File: src/rtl/sbb_pkg.sv
// Shared types and constants for the smoothstep border blend block.
// No dependencies; every other file of the block refers to this package by scoped names.
package sbb_pkg;

   localparam int SAMPLE_BITS = 16;          // signed Q3.12 samples and levels
   localparam int MAX_DIM     = 4096;        // frame dimensions are capped here
   localparam int DIM_BITS    = 13;
   localparam int COORD_BITS  = 12;
   localparam int SIZE_BITS   = 8;           // one margin width
   localparam int FRAC_BITS   = 16;          // weight is Q1.16
   localparam int WEIGHT_BITS = FRAC_BITS + 1;
   localparam int CUBE_BITS   = 3 * SIZE_BITS;
   localparam int PROD_BITS   = WEIGHT_BITS + 1 + SAMPLE_BITS + 1;

   localparam int CSR_INDEX_BITS = 3;
   localparam int CSR_DATA_BITS  = 32;
   localparam int REQ_DATA_BITS  = ((2 * COORD_BITS + SAMPLE_BITS + 7) / 8) * 8;
   localparam int RSP_DATA_BITS  = ((SAMPLE_BITS + 7) / 8) * 8;

   localparam logic [DIM_BITS-1:0] DIM_CAP =
      DIM_BITS'(MAX_DIM > (2 ** DIM_BITS - 1) ? (2 ** DIM_BITS - 1) : MAX_DIM);
   localparam logic [DIM_BITS-1:0] FRAME_WIDTH_RESET  = DIM_BITS'(256);
   localparam logic [DIM_BITS-1:0] FRAME_HEIGHT_RESET = DIM_BITS'(256);

   // Cycles from the weight unit's input register to its quotient register.
   localparam int WEIGHT_STAGES = 2 + WEIGHT_BITS;
   localparam int BLEND_STAGES  = 2;
   localparam int SIDES         = 4;
   // Input register, side decode register, weight unit, four blends.
   localparam int PIPE_DEPTH    = 2 + WEIGHT_STAGES + SIDES * BLEND_STAGES;

   typedef enum logic [CSR_INDEX_BITS-1:0] {
      CSR_FRAME_WIDTH  = 3'd0,
      CSR_FRAME_HEIGHT = 3'd1,
      CSR_MARGIN_SIZES = 3'd2,
      CSR_WEST_LEVEL   = 3'd3,
      CSR_EAST_LEVEL   = 3'd4,
      CSR_SOUTH_LEVEL  = 3'd5,
      CSR_NORTH_LEVEL  = 3'd6
   } csr_index_type;

   // What the decode stage hands to one side's weight unit.
   typedef struct packed {
      logic                 active;
      logic [SIZE_BITS-1:0] pos;
      logic [SIZE_BITS-1:0] size;
   } side_type;

endpackage

File: src/rtl/sbb_weight.sv
// Smoothstep weight unit for one side: n*n*(3s-2n)*65536/s^3 in Q1.16.
// Two multiply stages feed a restoring divider of one quotient bit per stage.
// Depends on sbb_pkg.
module sbb_weight #(
   parameter int EXTRA_DELAY = 0
) (
   input  logic                                  clock,
   input  logic                                  advance,
   input  sbb_pkg::side_type                     side,
   output logic [sbb_pkg::WEIGHT_BITS-1:0]       weight
);

   localparam int SB = sbb_pkg::SIZE_BITS;
   localparam int WB = sbb_pkg::WEIGHT_BITS;
   localparam int CB = sbb_pkg::CUBE_BITS;
   localparam int KB = SB + 2;

   logic [2*SB-1:0] sq_ff, sq_in;
   logic [2*SB-1:0] ssq_ff, ssq_in;
   logic [KB-1:0]   k_ff, k_in;
   logic [SB-1:0]   size_ff;
   logic            act1_ff;

   logic [2*SB+KB-1:0] t_full;
   logic [CB-1:0]      t_ff, d_ff;
   logic [3*SB-1:0]    d_full;
   logic               act2_ff;

   logic [CB-1:0] rem_ff [0:WB-1];
   logic [CB-1:0] rem_in [0:WB-1];
   logic [CB-1:0] den_ff [0:WB-1];
   logic [WB-1:0] quo_ff [0:WB-1];
   logic [WB-1:0] quo_in [0:WB-1];
   logic          act_ff [0:WB-1];
   logic [WB-1:0] gated;

   assign sq_in  = side.pos * side.pos;
   assign ssq_in = side.size * side.size;
   assign k_in   = KB'(side.size) * KB'(3) - KB'({side.pos, 1'b0});

   assign t_full = sq_ff * k_ff;
   assign d_full = ssq_ff * size_ff;

   always_ff @(posedge clock) begin
      if (advance) begin
         sq_ff   <= sq_in;
         ssq_ff  <= ssq_in;
         k_ff    <= k_in;
         size_ff <= side.size;
         act1_ff <= side.active;
         // The numerator never exceeds s^3 because the distance is at most the size.
         t_ff    <= t_full[CB-1:0];
         d_ff    <= d_full[CB-1:0];
         act2_ff <= act1_ff;
      end
   end

   always_comb begin
      logic [CB:0] twice;
      logic        ge;
      ge        = (t_ff >= d_ff);
      rem_in[0] = ge ? t_ff - d_ff : t_ff;
      quo_in[0] = '0;
      quo_in[0][WB-1] = ge;
      for (int j = 1; j < WB; j++) begin
         twice     = {rem_ff[j-1], 1'b0};
         ge        = (twice >= {1'b0, den_ff[j-1]});
         rem_in[j] = ge ? CB'(twice - {1'b0, den_ff[j-1]}) : twice[CB-1:0];
         quo_in[j] = quo_ff[j-1];
         quo_in[j][WB-1-j] = ge;
      end
   end

   always_ff @(posedge clock) begin
      if (advance) begin
         rem_ff[0] <= rem_in[0];
         quo_ff[0] <= quo_in[0];
         den_ff[0] <= d_ff;
         act_ff[0] <= act2_ff;
         for (int j = 1; j < WB; j++) begin
            rem_ff[j] <= rem_in[j];
            quo_ff[j] <= quo_in[j];
            den_ff[j] <= den_ff[j-1];
            act_ff[j] <= act_ff[j-1];
         end
      end
   end

   // An inactive side gets full weight, which makes its blend return the sample unchanged.
   assign gated = act_ff[WB-1] ? quo_ff[WB-1] : WB'(1) << sbb_pkg::FRAC_BITS;

   generate
      if (EXTRA_DELAY == 0) begin : g_direct
         assign weight = gated;
      end else begin : g_delay
         logic [WB-1:0] wdly_ff [0:EXTRA_DELAY-1];
         always_ff @(posedge clock) begin
            if (advance) begin
               wdly_ff[0] <= gated;
               for (int j = 1; j < EXTRA_DELAY; j++) begin
                  wdly_ff[j] <= wdly_ff[j-1];
               end
            end
         end
         assign weight = wdly_ff[EXTRA_DELAY-1];
      end
   endgenerate

endmodule

File: config.mk
export PLATFORM = sky130hd
export DESIGN_NAME = sbb_weight
export DESIGN_NICKNAME = d
export VERILOG_FILES = /design/src/rtl/sbb_pkg.sv /design/src/rtl/sbb_weight.sv
export SDC_FILE = /design/constraint.sdc
export NUM_CORES = 2
export LEC_CHECK = 0
export BUFFER_PORTS_ARGS = -buffer_cell sky130_fd_sc_hd__buf_4
export CAP_MARGIN = 20
export CORE_ASPECT_RATIO = 0.7
export CORE_MARGIN = 2
export CORE_UTILIZATION = 50
export DETAILED_ROUTE_END_ITERATION = 8
export PLACE_DENSITY = 0.67
export SYNTH_ARGS = -nofsm -noshare
export SYNTH_HDL_FRONTEND = slang
export SYNTH_SLANG_ARGS = --single-unit
export TNS_END_PERCENT = 30
File: constraint.sdc
create_clock -name clock -period 12.2 [get_ports clock]
set_input_delay 1.22 -clock clock [delete_from_list [all_inputs] [get_ports clock]]
set_output_delay 1.22 -clock clock [all_outputs]
set_load 0.1 [all_outputs]
==> impl_metrics.yaml <==
run_status:
  status: "finished clean"
critical_path:
  cp-end-kind: "flip-flop"
  reg2reg_slack_ns: 5.88
  reg2regPathDepth: 20
  r2r_start: "k_ff[3]"
  cp-start-kind: "flip-flop"
  arrival_ns: 6.77
  critPathMaxFanout: 15
  r2r_end: "t_ff[23]"
  critical_path_class: "flip-flop to flip-flop"
  cp.required_ns: 12.65
drt:
  drcViolationCount: 0
  ant_nets: 0
  num_vias: 45400
  detail_route.wl_per_cell_um: 18.9
  dr.pass1.iters: 6
  drt-total-wl_mm: 152
  vias_per_cell: 5.63
  drt_iter0_drc: 4363
clock_tree:
  insertion_delay_ns: 0.74
  cts_root_buf: "clkbuf_16"
  cts_resized: 0
  post-cts-setup-buffers: 0
  clock_sinks: 1034
  path_clk_slew_ns: 0.06
  clock_path_buffers: 3
  tritoncts: "done"
  cts_buffers: 108
  cts-hold-fix-buffers: 0
  htree_levels: 3
placed_design:
  numPortBuffers: 35
  gp_congestion: 0.899
  hpwlAfterDp_mm: 115
  dp_cells: 7865
synth:
  synth_async_sr_flop_share_pct: 0
  yosysWarnings: 0
  ys.flop_type: "edfxtp_1"
  synth_cell_types: 93
  netlist_area_um2: 67800
  ys_seq_elements: 1034
  avgSynthCellArea_um2: 11.0
  synth-edff-count: 1034
  seq_area_frac_synth_pct: 45.8
  netlist_instances: 6152
die:
  chipHeight_um: 312
  io-pin-count: 36
  die-area_um2: 139000
  std_cell_rows: 112
  die_x_um: 444
  initial_core_util_pct: 50.6
  core-area_um2: 134000
layout:
  multi_input_area_um2: 33100
  area_growth_pct: 8.69
  fin_cells: 8070
  final_layout_size_suffix_gt1_share_pct: 7.10
  final_common_cell: "edfxtp_1"
  regArea_um2: 31000
  layout_common_cells: "1034 x edfxtp_1, 818 x inv_1, 572 x ha_1, 464 x nand2_1, 402 x a21oi_1"
  fill_cells: 11300
  fin_nets: 7056
timing:
  rsz0062_at_grt: "no"
  finalSetupViolCount: 0
  setup-tns-final_ns: 0
  worst_pin_slew_ns: 1.06
  fin_skew_ns: 0.0392
  timing.fmax_mhz: 158
  hold_viol_final: 0
  relSlewSlack_pct: 28.6
  fin_crit_sh_pct: 51.8
  final.min_clock_period_ns: 6.32
  drv_slew: 0
  holdWs_ns: 0.412
global_route:
  grt_pass1_vias: 43400
  antenna_found_initial: 4
  grt.overflow.total: 0
  grt_max_degree: 176
  grt_pass1_wl_mm: 242
  grt_usage_pct: 21.9
min_path:
  hold_path_depth: 0
  min_from: "act_ff[0][1]"
  hold_end: "act_ff[0][2]"
  holdCritPathClass: "flip-flop to flip-flop"
run:
  cap_violations: 0
[synthesized netlist by cell type, drive strengths merged, types with 33 or more instances]
| cell type | n | area [um^2] |
|---|---|---|
| a21o | 160 | 1200 |
| nand2b | 71 | 444 |
| a211oi | 40 | 300 |
| and2 | 192 | 1200 |
| clkbuf | 84 | 315 |
| nor3 | 89 | 445 |
| buf | 42 | 263 |
| nand2 | 464 | 1740 |
| and3 | 33 | 206 |
| mux2 | 146 | 1720 |
| nor2 | 359 | 1350 |
| nand3 | 87 | 445 |
| o21bai | 50 | 387 |
| a21oi | 404 | 2030 |
| a31oi | 45 | 282 |
| nor2b | 57 | 357 |
| o21a | 84 | 631 |
| o21ai | 279 | 1470 |
| nand4 | 49 | 307 |
| inv | 820 | 3080 |
| fa | 257 | 5140 |
| xnor2 | 222 | 1940 |
| ha | 572 | 7160 |
| o31ai | 45 | 343 |
| edfxtp | 1034 | 31000 |
| xor2 | 133 | 1160 |
[critical path: stages, from the launching register on]
cell and delay (ns):
edfxtp_1 0.74, nand2_1 0.16, fa_1 0.56, inv_1 0.05, fa_1 0.49, inv_1 0.06, fa_1 0.47, inv_1 0.06
fa_1 0.52, inv_1 0.05, fa_1 0.53, inv_1 0.04, ha_1 0.20, nor3_1 0.24, a21boi_0 0.33, o31a_1 0.28
o21ai_0 0.20, a2111oi_0 0.61, o31ai_1 0.16, a21oi_1 0.21, xnor2_1 0.08
[kinds of logic (layout without fill, tap and decap cells)]
group | count (synthesis) | count (layout) | share of synthesized area (%)
buffers and inverters | 948 | 1089 | 5.41
xor gates and xnor gates | 355 | 355 | 4.59
and+or+nand+nor | 1506 | 1506 | 10.7
muxes | 159 | 159 | 2.73
DFF | 1034 | 1034 | 45.8
AOI/OAI and AO/OA | 1319 | 1319 | 12.6
adders and majority gates | 829 | 829 | 18.2
other | 2 | 12 | 0.0111
[layer usage]
metal	global-route usage [%]	vias to the layer above	routed length, um
met1	34.9	22000	76400
met5	0	-	0
met4	4.79	0	2900
met3	4.83	172	12100
li1	-	21900	-
met2	30.2	1385	61000
[layout make-up]
class	count	area share, %
Inverter	822	4.19
Clock buffer	120	3.76
Multi-Input combinational cell	4176	44.9
Clock inverter	81	1.20
Timing Repair Buffer	66	0.727
Antenna cell	4	0.0136
Sequential cell	1034	42.2
Tap cell	1767	3.00
[state kept, by name, indices dropped and copies added (netlist names), 9 cells and up]
register	count
quo_ff	153
t_ff	24
d_ff	24
ssq_ff	15
k_ff	9
act_ff	17
rem_ff	384
sq_ff	15
den_ff	384
[metrics by stage]
step | area [um^2] | worst slack, ns | utilization, %
after floorplan | 67800 | 6.61 | -
after global placement | 70000 | 5.88 | 52.3
after detailed placement | 70000 | 5.92 | 52.3
after CTS | 73600 | 5.90 | 55.0
after global routing | 73600 | 5.33 | 55.0
final | 73600 | 5.88 | 55.0
[worst max-delay path by stage]
stage          startpoint       end  cells past startpoint
2_1_floorplan     k_ff[3]  t_ff[23]                     21
3_3_place_gp      k_ff[3]  t_ff[23]                     20
3_5_place_dp      k_ff[3]  t_ff[23]                     20
4_1_cts           k_ff[3]  t_ff[23]                     20
5_1_grt           k_ff[3]  t_ff[23]                     20
6_report          k_ff[3]  t_ff[23]                     20
Power is not shown: default switching activity piles up to over one toggle a cycle in this logic, so the estimate is an artifact.
