===== config.mk =====
export PLATFORM = sky130hd
export DESIGN_NAME = sbb_blend
export DESIGN_NICKNAME = d
export VERILOG_FILES = /design/src/rtl/sbb_pkg.sv /design/src/rtl/sbb_blend.sv
export SDC_FILE = /design/constraint.sdc
export NUM_CORES = 1
export LEC_CHECK = 0
export BUFFER_PORTS_ARGS = -buffer_cell sky130_fd_sc_hd__buf_2
export CAP_MARGIN = 5
export CORE_AREA = 2 2 132 134
export CTS_BUF_LIST = sky130_fd_sc_hd__clkbuf_8
export DETAILED_ROUTE_END_ITERATION = 7
export DIE_AREA = 0 0 134 136
export PLACE_DENSITY = 0.91
export SYNTH_ARGS = -nofsm -noshare
export SYNTH_HDL_FRONTEND = slang
export SYNTH_SLANG_ARGS = --single-unit

===== constraint.sdc =====
create_clock -name clock -period 17 [get_ports clock]
set_input_delay 0.85 -clock clock [delete_from_list [all_inputs] [get_ports clock]]
set_output_delay 0.85 -clock clock [all_outputs]
set_load 0.03 [all_outputs]

===== src/rtl/sbb_pkg.sv =====
// Shared types and constants for the smoothstep border blend block.
// No dependencies; every other file of the block refers to this package by scoped names.
package sbb_pkg;

   localparam int SAMPLE_BITS = 16;          // signed Q3.12 samples and levels
   localparam int MAX_DIM     = 4096;        // frame dimensions are capped here
   localparam int DIM_BITS    = 13;
   localparam int COORD_BITS  = 12;
   localparam int SIZE_BITS   = 8;           // one margin width
   localparam int FRAC_BITS   = 16;          // weight is Q1.16
   localparam int WEIGHT_BITS = FRAC_BITS + 1;
   localparam int CUBE_BITS   = 3 * SIZE_BITS;
   localparam int PROD_BITS   = WEIGHT_BITS + 1 + SAMPLE_BITS + 1;

   localparam int CSR_INDEX_BITS = 3;
   localparam int CSR_DATA_BITS  = 32;
   localparam int REQ_DATA_BITS  = ((2 * COORD_BITS + SAMPLE_BITS + 7) / 8) * 8;
   localparam int RSP_DATA_BITS  = ((SAMPLE_BITS + 7) / 8) * 8;

   localparam logic [DIM_BITS-1:0] DIM_CAP =
      DIM_BITS'(MAX_DIM > (2 ** DIM_BITS - 1) ? (2 ** DIM_BITS - 1) : MAX_DIM);
   localparam logic [DIM_BITS-1:0] FRAME_WIDTH_RESET  = DIM_BITS'(256);
   localparam logic [DIM_BITS-1:0] FRAME_HEIGHT_RESET = DIM_BITS'(256);

   // Cycles from the weight unit's input register to its quotient register.
   localparam int WEIGHT_STAGES = 2 + WEIGHT_BITS;
   localparam int BLEND_STAGES  = 2;
   localparam int SIDES         = 4;
   // Input register, side decode register, weight unit, four blends.
   localparam int PIPE_DEPTH    = 2 + WEIGHT_STAGES + SIDES * BLEND_STAGES;

   typedef enum logic [CSR_INDEX_BITS-1:0] {
      CSR_FRAME_WIDTH  = 3'd0,
      CSR_FRAME_HEIGHT = 3'd1,
      CSR_MARGIN_SIZES = 3'd2,
      CSR_WEST_LEVEL   = 3'd3,
      CSR_EAST_LEVEL   = 3'd4,
      CSR_SOUTH_LEVEL  = 3'd5,
      CSR_NORTH_LEVEL  = 3'd6
   } csr_index_type;

   // What the decode stage hands to one side's weight unit.
   typedef struct packed {
      logic                 active;
      logic [SIZE_BITS-1:0] pos;
      logic [SIZE_BITS-1:0] size;
   } side_type;

endpackage


===== src/rtl/sbb_blend.sv =====
// One border blend: level + round((weight * (value - level)) / 65536), two stages.
// The product is registered before the rounding add. Depends on sbb_pkg.
module sbb_blend (
   input  logic                                     clock,
   input  logic                                     advance,
   input  logic signed [sbb_pkg::SAMPLE_BITS-1:0]   value,
   input  logic signed [sbb_pkg::SAMPLE_BITS-1:0]   level,
   input  logic        [sbb_pkg::WEIGHT_BITS-1:0]   weight,
   output logic signed [sbb_pkg::SAMPLE_BITS-1:0]   value_out
);

   localparam int SB = sbb_pkg::SAMPLE_BITS;
   localparam int PB = sbb_pkg::PROD_BITS;
   localparam int FB = sbb_pkg::FRAC_BITS;
   localparam int HB = PB - FB;

   logic signed [SB:0]   diff;
   logic signed [PB-1:0] prod_ff, prod_in;
   logic signed [PB-1:0] rounded;
   logic signed [HB-1:0] upper;
   logic signed [HB-1:0] mix;
   logic signed [SB-1:0] value_ff;

   assign diff    = SB'(value) - SB'(level) + (SB+1)'(0);
   assign prod_in = $signed({1'b0, weight}) * diff;

   // Round half up, then floor by an arithmetic shift.
   assign rounded = prod_ff + PB'(1 << (FB - 1));
   assign upper   = $signed(rounded[PB-1:FB]);
   assign mix     = HB'(level) + upper;

   always_ff @(posedge clock) begin
      if (advance) begin
         prod_ff  <= prod_in;
         value_ff <= mix[SB-1:0];
      end
   end

   assign value_out = value_ff;

endmodule


==> results of run 1 <==
## metrics by stage
stage	util	hold WS, ns
global route	0.730	0.795
floorplan	-	0.664
global placement	0.724	0.718
detailed placement	0.724	0.740
finish	0.730	0.748
CTS	0.730	0.752
## critical path, delay by kind of cell
family	cells	cell delay, ns
compound gates	10	2.57
buf+inv	8	0.74
simple gates	4	0.51
fa+ha+maj	8	3.55
xor+xnor	3	0.43
## layout make-up
class,instances,area share
clock buffers,5,0.00558
clock inverters,3,0.00305
inverters,308,0.0938
multi-input cells,906,0.760
flip-flops and latches,33,0.0804
well taps,225,0.0228
repair buffers,79,0.0347
## Yosys cell counts (3+ instances only)
library cell | n | area [um^2]
a21o_1 | 10 | 75.1
a21oi_1 | 25 | 125
a31o_2 | 4 | 35.0
a31oi_1 | 4 | 25.0
and2_1 | 95 | 594
and3_1 | 5 | 31.3
clkbuf_1 | 34 | 128
edfxtp_1 | 33 | 991
fa_1 | 225 | 4500
ha_1 | 138 | 1730
inv_1 | 308 | 1160
nand2_1 | 161 | 604
nand2b_1 | 8 | 50.1
nand3_1 | 17 | 85.1
nand4_1 | 5 | 31.3
nor2_1 | 38 | 143
nor2b_1 | 36 | 225
nor3_1 | 7 | 35.0
o21a_1 | 8 | 60.1
o21ai_0 | 12 | 60.1
o21ai_1 | 3 | 15.0
o21bai_1 | 4 | 30.0
or2_2 | 7 | 43.8
xnor2_1 | 48 | 420
xor2_1 | 16 | 140
## per-layer routing
| metal | track usage | up-vias | routed length, um |
|---|---|---|---|
| met5 | 0 | - | 0 |
| met4 | 0.114 | 0 | 904 |
| met3 | 0.0529 | 98 | 2650 |
| met2 | 0.569 | 468 | 13700 |
| met1 | 0.396 | 4476 | 9910 |
| li1 | - | 3961 | - |
## cell usage in the layout, fill, tap and decap left out, types with 5 or more instances in the layout
cell and n:
a21o_1 10, a21oi_1 23, and2_1 95, and3_1 5
buf_2 66, buf_4 13, clkbuf_8 5, edfxtp_1 33
fa_1 225, ha_1 138, inv_1 309, nand2_1 161
nand2b_1 8, nand3_1 17, nand4_1 5, nor2_1 38
nor2b_1 36, nor3_1 7, o21a_1 8, o21ai_0 12
or2_2 7, xnor2_1 48, xor2_1 16
## kinds of logic after synthesis
logic type | count (synthesis)
adder cells (fa/ha/maj) | 363
flip-flops | 33
AND/OR/NAND/NOR | 388
XOR/XNOR | 64
buffers and inverters | 342
AO/OA/AOI/OAI | 91
## flip-flops by register name (all words and copies together) (netlist names)
signal     flops
prod_ff       17
value_out     16
## worst paths after layout
check	startpoint	to	depth (start not counted)
min	prod_ff[15]	value_out[0]	2
max reg2reg	prod_ff[16]	value_out[14]	12
min reg2reg	prod_ff[15]	value_out[0]	2
max	level[1]	prod_ff[31]	33
==> flow_summary.json, run 1 <==
{
  "status": "completed",
  "cp_max_fo": 17,
  "dp_cells": 1551,
  "yosys_register_bits": 33,
  "arrival_ns": 8.66,
  "clkTransAtPathRegs_ns": 0.08,
  "io_buffer_count": 66,
  "die_area_um2": 18200,
  "route.detailed.drc": 0,
  "seq_area_frac_synth": 0.0852,
  "layout_setup_ws_ns": 8.39,
  "synth_area_um2": 11600,
  "hold_buffers": 0,
  "multi_input_area_um2": 9360,
  "required_ns": 17.05,
  "dp_slack_ns": 8.15,
  "r2r_slack_ns": 13.76,
  "drt_pass1_iterations": 5,
  "vias_per_cell": 5.77,
  "yosysWarnings": 0,
  "endpoint_kind": "flip-flop",
  "yosysUniqueCellTypes": 49,
  "critPathLaunchType": "input pin",
  "wire_per_inst_um": 17.4,
  "synthArstFlopShare": 0,
  "synth_compound_area_frac": 0.0552,
  "hold_viol": 0,
  "setup_viol": 0,
  "synthFlopType": "edfxtp_1",
  "area_growth_syn_to_layout_pct": 5.98,
  "synthAdderAreaFrac": 0.536,
  "cts_tree": "done",
  "start_util": 0.689,
  "period_share": 0.507,
  "setup-tns-final_ns": 0,
  "grt_max_degree": 34,
  "nets": 1747,
  "diodes": 0,
  "cts.sinks": 33,
  "seqCellArea_um2": 991,
  "max_stage_delay_ns": 0.53,
  "worstMarginPinSlew_ns": 1.04,
  "grt_pass1_wl_um": 46000,
  "synth_nets": 1695,
  "grt_pass1_vias": 9968,
  "maxCapViolCount": 0,
  "cts_buffers": 5,
  "gp_congestion": 0.940,
  "dpl-instance-area_um2": 12200,
  "clock_skew_ns": 0.0137,
  "ant_nets": 0,
  "rows": 48,
  "synth_mux_area_frac": 0,
  "die_y_um": 136,
  "grt_overflow": 0,
  "synth_edf_count": 33,
  "die_x_um": 134,
  "synthSimpleGateAreaFrac": 0.165,
  "cp_slowest_cell": "fa_1",
  "routed_wl_um": 27200,
  "syn_avg_cell_area_um2": 9.08,
  "max_freq_mhz": 116,
  "cts_root_buffer": "clkbuf_8",
  "num-fill-cells": 1184,
  "h-tree-depth": 2,
  "relSlewSlack": 0.308,
  "antenna_found_initial": 1,
  "rsz0062_at_grt": "false",
  "num_vias": 9003,
  "fin_crit_ns": 8.61,
  "post_cts.repair.setup_buffers": 0,
  "worstSetupPathType": "input pin to flip-flop",
  "layoutNonFillerInstCount": 1559,
  "drive_gt1_frac": 0.0787,
  "clockBufferDepth": 2,
  "hp-class": "flip-flop to flip-flop",
  "coreArea_um2": 16900,
  "dpl.hpwl_um": 21700,
  "synthCells": 1281,
  "synthXorXnorAreaFrac": 0.0482,
  "clock_latency_ns": 0.30,
  "cts_resized": 0,
  "grt.total_usage": 0.320,
  "boundaryPins": 67,
  "first_iter_violations": 685,
  "synth_top_family_by_area": "adder cells",
  "final_area_um2": 12300,
  "maxSlewViolCount": 0
}
Power of run 1 is left out: the tool's default activity adds up to more than one toggle a clock period on the data nets, which glitch-free logic cannot reach.
==> run 2, diff against run 1 <==
--- a/config.mk
+++ b/config.mk
@@ -7,11 +7,11 @@
 export LEC_CHECK = 0
 export BUFFER_PORTS_ARGS = -buffer_cell sky130_fd_sc_hd__buf_2
 export CAP_MARGIN = 5
-export CORE_AREA = 2 2 132 134
+export CORE_AREA = 2 2 137 139
 export CTS_BUF_LIST = sky130_fd_sc_hd__clkbuf_8
 export DETAILED_ROUTE_END_ITERATION = 7
-export DIE_AREA = 0 0 134 136
-export PLACE_DENSITY = 0.91
+export DIE_AREA = 0 0 139 141
+export PLACE_DENSITY = 0.85
 export SYNTH_ARGS = -nofsm -noshare
 export SYNTH_HDL_FRONTEND = slang
 export SYNTH_SLANG_ARGS = --single-unit
==> constraint.sdc (replaced) <==
create_clock -name clock -period 8.78 [get_ports clock]
set_input_delay 0.439 -clock clock [delete_from_list [all_inputs] [get_ports clock]]
set_output_delay 0.439 -clock clock [all_outputs]
set_load 0.03 [all_outputs]
==> flow_summary.json, run 2 (synthesized netlist as in run 1, its figures left out) <==
{
  "wire_per_inst_um": 16.9,
  "vias_per_cell": 5.60,
  "dpl.hpwl_um": 21600,
  "area_growth_syn_to_layout_pct": 6.20,
  "maxCapViolCount": 0,
  "worstMarginPinSlew_ns": 0.935,
  "antenna_found_initial": 0,
  "final_cell_mix": "309 x inv_1, 225 x fa_1, 161 x nand2_1, 138 x ha_1, 95 x and2_1",
  "status": "completed",
  "num_vias": 8816,
  "layoutNonFillerInstCount": 1574,
  "boundaryPins": 67,
  "cp_max_fo": 16,
  "largest_register": "prod_ff",
  "grt_pass1_wl_um": 44400,
  "diodes": 0,
  "clock_skew_ns": 0.00997,
  "cts_tree": "done",
  "hp-class": "input pin to flip-flop",
  "h-tree-depth": 2,
  "max_freq_mhz": 124,
  "largest_reg_flops": 17,
  "rsz0062_at_grt": "false",
  "start_util": 0.637,
  "cts_root_buffer": "clkbuf_8",
  "drive_gt1_frac": 0.0821,
  "clockBufferDepth": 2,
  "maxSlewViolCount": 0,
  "grt.total_usage": 0.283,
  "crit_family": "adder cells",
  "hold_buffers": 0,
  "die_y_um": 141,
  "relSlewSlack": 0.372,
  "post_cts.repair.setup_buffers": 0,
  "gp_congestion": 0.920,
  "die_x_um": 139,
  "grt_pass1_vias": 9456,
  "route.detailed.drc": 0,
  "num-fill-cells": 1430,
  "worstSetupPathType": "input pin to flip-flop",
  "cts_resized": 0,
  "setup_viol": 0,
  "nets": 1753,
  "die_area_um2": 19600,
  "critPathLaunchType": "input pin",
  "final_common_cell": "inv_1",
  "fin_crit_ns": 8.04,
  "rows": 50,
  "max_stage_delay_ns": 0.52,
  "grt_max_degree": 34,
  "first_iter_violations": 520,
  "clock_latency_ns": 0.29,
  "layout_setup_ws_ns": 0.739,
  "endpoint_kind": "flip-flop",
  "coreArea_um2": 18300,
  "seqCellArea_um2": 991,
  "clkTransAtPathRegs_ns": 0.07,
  "io_buffer_count": 66,
  "grt_overflow": 0,
  "dp_cells": 1566,
  "hold_viol": 0,
  "multi_input_area_um2": 9350,
  "crit_buf_inv": 8,
  "routed_wl_um": 26600,
  "cts.sinks": 33,
  "cp_slowest_cell": "fa_1",
  "dp_slack_ns": 0.472,
  "period_share": 0.916,
  "drt_pass1_iterations": 5,
  "ant_nets": 0,
  "required_ns": 8.82,
  "setup-tns-final_ns": 0,
  "cts_buffers": 5,
  "arrival_ns": 8.08
}
-- run 2: changes by cell type in the layout (fill, tap and decap cells not counted), sizes merged --
cell and delta:
bufinv -1, buf +6, clkinv +1
-- run 2: final timing paths --
kind / start / end / slack, ns / depth (start not counted)
worst max-delay path: level[1] / prod_ff[31] / 0.74 / 33
worst min-delay path: level[0] / value_out[0] / 0.47 / 2
worst max register to register: prod_ff[15] / value_out[14] / 5.58 / 12
worst min register to register: prod_ff[16] / value_out[0] / 0.76 / 2
-- run 2: layer usage --
layer	wire, um	GRT usage
met1	10200	0.365
met2	13100	0.488
met3	2310	0.0425
met4	1040	0.110
met5	0	0
-- run 2: cell type report --
class | instances | share of cell area
clock inverter | 3 | 0.00111
sequential | 33 | 0.0803
timing repair buffer | 85 | 0.0383
clock buffer | 5 | 0.00557
inverter | 308 | 0.0936
multi-input combinational | 906 | 0.757
tap | 234 | 0.0237
-- run 2: per-stage QoR --
stage           util  instance area, um^2  hold slack, ns
6_report       0.676                12300           0.468
5_1_grt        0.676                12300           0.475
4_1_cts        0.676                12300           0.465
3_5_place_dp   0.671                12300           0.739
3_3_place_gp   0.671                12300           0.745
2_1_floorplan      -                11600           0.551
Power of run 2 is left out for the same reason.
==> run 3, diff against run 2 <==
--- a/config.mk
+++ b/config.mk
@@ -5,13 +5,15 @@
 export SDC_FILE = /design/constraint.sdc
 export NUM_CORES = 1
 export LEC_CHECK = 0
+export ABC_AREA = 1
 export BUFFER_PORTS_ARGS = -buffer_cell sky130_fd_sc_hd__buf_2
 export CAP_MARGIN = 5
-export CORE_AREA = 2 2 137 139
+export CORE_AREA = 2 2 160 162
 export CTS_BUF_LIST = sky130_fd_sc_hd__clkbuf_8
 export DETAILED_ROUTE_END_ITERATION = 7
-export DIE_AREA = 0 0 139 141
-export PLACE_DENSITY = 0.85
+export DIE_AREA = 0 0 162 164
+export HOLD_SLACK_MARGIN = 0.08
+export PLACE_DENSITY = 0.69
 export SYNTH_ARGS = -nofsm -noshare
 export SYNTH_HDL_FRONTEND = slang
 export SYNTH_SLANG_ARGS = --single-unit
==> flow_summary.json, run 3 <==
{
  "rsz0062_at_grt": "false",
  "yosysTopAreaCell": "fa_1",
  "largest_register": "prod_ff",
  "hp-class": "input pin to flip-flop",
  "die_x_um": 162,
  "maxSlewViolCount": 0,
  "cts_root_buffer": "clkbuf_8",
  "grt_pass1_vias": 10700,
  "worstSetupPathType": "input pin to flip-flop",
  "cp_max_fo": 11,
  "synthFlopType": "edfxtp_1",
  "synth_nets": 1976,
  "largest_reg_flops": 17,
  "clockBufferDepth": 2,
  "synthArstFlopShare": 0,
  "setup_viol": 0,
  "arrival_ns": 7.42,
  "gp_congestion": 0.940,
  "final_cell_mix": "407 x inv_1, 302 x nand2_1, 225 x fa_1, 164 x nor2_1, 138 x ha_1",
  "rows": 58,
  "h-tree-depth": 2,
  "ant_nets": 0,
  "start_util": 0.496,
  "reg2reg_to": "value_out[13]",
  "reg2reg_from": "prod_ff[16]",
  "synth_edf_count": 33,
  "cts_buffers": 5,
  "yosysUniqueCellTypes": 45,
  "hold_viol": 0,
  "post_cts.repair.setup_buffers": 0,
  "worstMarginPinSlew_ns": 0.769,
  "drt_pass1_iterations": 6,
  "status": "completed",
  "setup-tns-final_ns": 0,
  "coreArea_um2": 24800,
  "cts_resized": 0,
  "drive_gt1_frac": 0.0766,
  "synth_area_leaders": "fa_1 37%, ha_1 14%, inv_1 12%",
  "clock_skew_ns": 0.00415,
  "syn_avg_cell_area_um2": 7.88,
  "synthCells": 1562,
  "synth_common_cells": "406 x inv_1, 302 x nand2_1, 225 x fa_1",
  "cts.sinks": 33,
  "fin_crit_ns": 7.39,
  "routed_wl_um": 32200,
  "period_share": 0.841,
  "area_growth_syn_to_layout_pct": 5.61,
  "io_buffer_count": 66,
  "max_freq_mhz": 135,
  "boundaryPins": 67,
  "synth_area_um2": 12300,
  "antenna_found_initial": 0,
  "critPathLaunchType": "input pin",
  "grt_pass1_wl_um": 53000,
  "seq_area_frac_synth": 0.0805,
  "reg2reg_depth": 15,
  "clkTransAtPathRegs_ns": 0.07,
  "first_iter_violations": 678,
  "relSlewSlack": 0.487,
  "required_ns": 8.81,
  "cp_common_cell": "fa_1",
  "grt.total_usage": 0.255,
  "grt_overflow": 0,
  "hold_path_startpoint": "level[0]",
  "grt_max_degree": 34,
  "clock_latency_ns": 0.29,
  "synth_most_common_cell": "inv_1",
  "final_common_cell": "inv_1",
  "route.detailed.drc": 0,
  "wire_per_inst_um": 16.6,
  "maxCapViolCount": 0,
  "max_stage_delay_ns": 0.58,
  "yosys_register_bits": 33,
  "synth_top_area_frac": 0.366,
  "dpl.hpwl_um": 27400,
  "die_y_um": 164,
  "hold_buffers": 0,
  "diodes": 0,
  "num_vias": 10100,
  "die_area_um2": 26600,
  "whs_path_depth": 2,
  "cp_slowest_cell": "nor4_1",
  "cts_tree": "done",
  "vias_per_cell": 5.21,
  "yosysWarnings": 0,
  "nets": 2020,
  "holdPathEnd": "value_out[0]",
  "endpoint_kind": "flip-flop",
  "r2r_slack_ns": 5.80
}
-- run 3: cell count changes in the layout (fill, tap and decap cells not counted), moves of 24 or more --
cell	previous run	this run
and2_1	95	1
nand2_1	161	302
xnor2_1	48	12
a21oi_1	25	56
nor2_1	38	164
nand3_1	17	41
nor2b_1	36	0
inv_1	309	407
-- run 3: area by class of cell --
| type | instances | area (um^2) |
|---|---|---|
| tap | 330 | 413 |
| timing repair buffer | 69 | 353 |
| sequential | 33 | 991 |
| multi-input combinational | 1081 | 9600 |
| inverter | 416 | 1560 |
| clock inverter | 2 | 7.51 |
| fill | 2446 | 11800 |
| clock buffer | 5 | 68.8 |
-- run 3: layer usage --
layer | track usage | wire length [um]
met5 | 0 | 0
met2 | 0.452 | 15500
met1 | 0.335 | 14000
met4 | 0.0660 | 894
met3 | 0.0255 | 1780
-- run 3: per-stage QoR --
step / utilization / hold WS, ns / std cells / worst slack [ns] / instance area [um^2]
after global placement: 0.521 / 0.690 / 1929 / 1.17 / 12900
final: 0.524 / 0.479 / 1936 / 1.39 / 13000
after CTS: 0.524 / 0.483 / 1936 / 1.45 / 13000
after floorplan: - / 0.551 / 1562 / 2.12 / 12300
after detailed placement: 0.521 / 0.686 / 1929 / 1.14 / 12900
after global routing: 0.524 / 0.483 / 1936 / 0.984 / 13000
-- run 3: how the worst max path moves through the flow --
| stage | start | to | slack [ns] | cells after the start |
|---|---|---|---|---|
| after floorplan | value[0] | prod_ff[26] | 2.12 | 33 |
| after global placement | value[0] | prod_ff[26] | 1.17 | 32 |
| after global routing | value[0] | prod_ff[26] | 0.98 | 33 |
| after detailed placement | value[0] | prod_ff[26] | 1.14 | 34 |
| after CTS | value[0] | prod_ff[26] | 1.45 | 33 |
| final | value[0] | prod_ff[26] | 1.39 | 33 |
-- run 3: critical path, delay by kind of cell --
family / cells / cell delay [ns]
AND/OR/NAND/NOR: 13 / 2.21
AO/OA/AOI/OAI: 3 / 0.37
adder cells (fa/ha/maj): 9 / 3.95
XOR/XNOR: 1 / 0.07
buffers and inverters: 7 / 0.37
-- run 3: cells by family after synthesis --
logic type | after synthesis | synth area share
DFF | 33 | 0.0805
adders and majority gates | 363 | 0.506
xor gates and xnor gates | 43 | 0.0306
and+or+nand+nor | 571 | 0.195
AOI/OAI and AO/OA | 104 | 0.0483
buffers and inverters | 448 | 0.139
Power of run 3 is left out for the same reason.
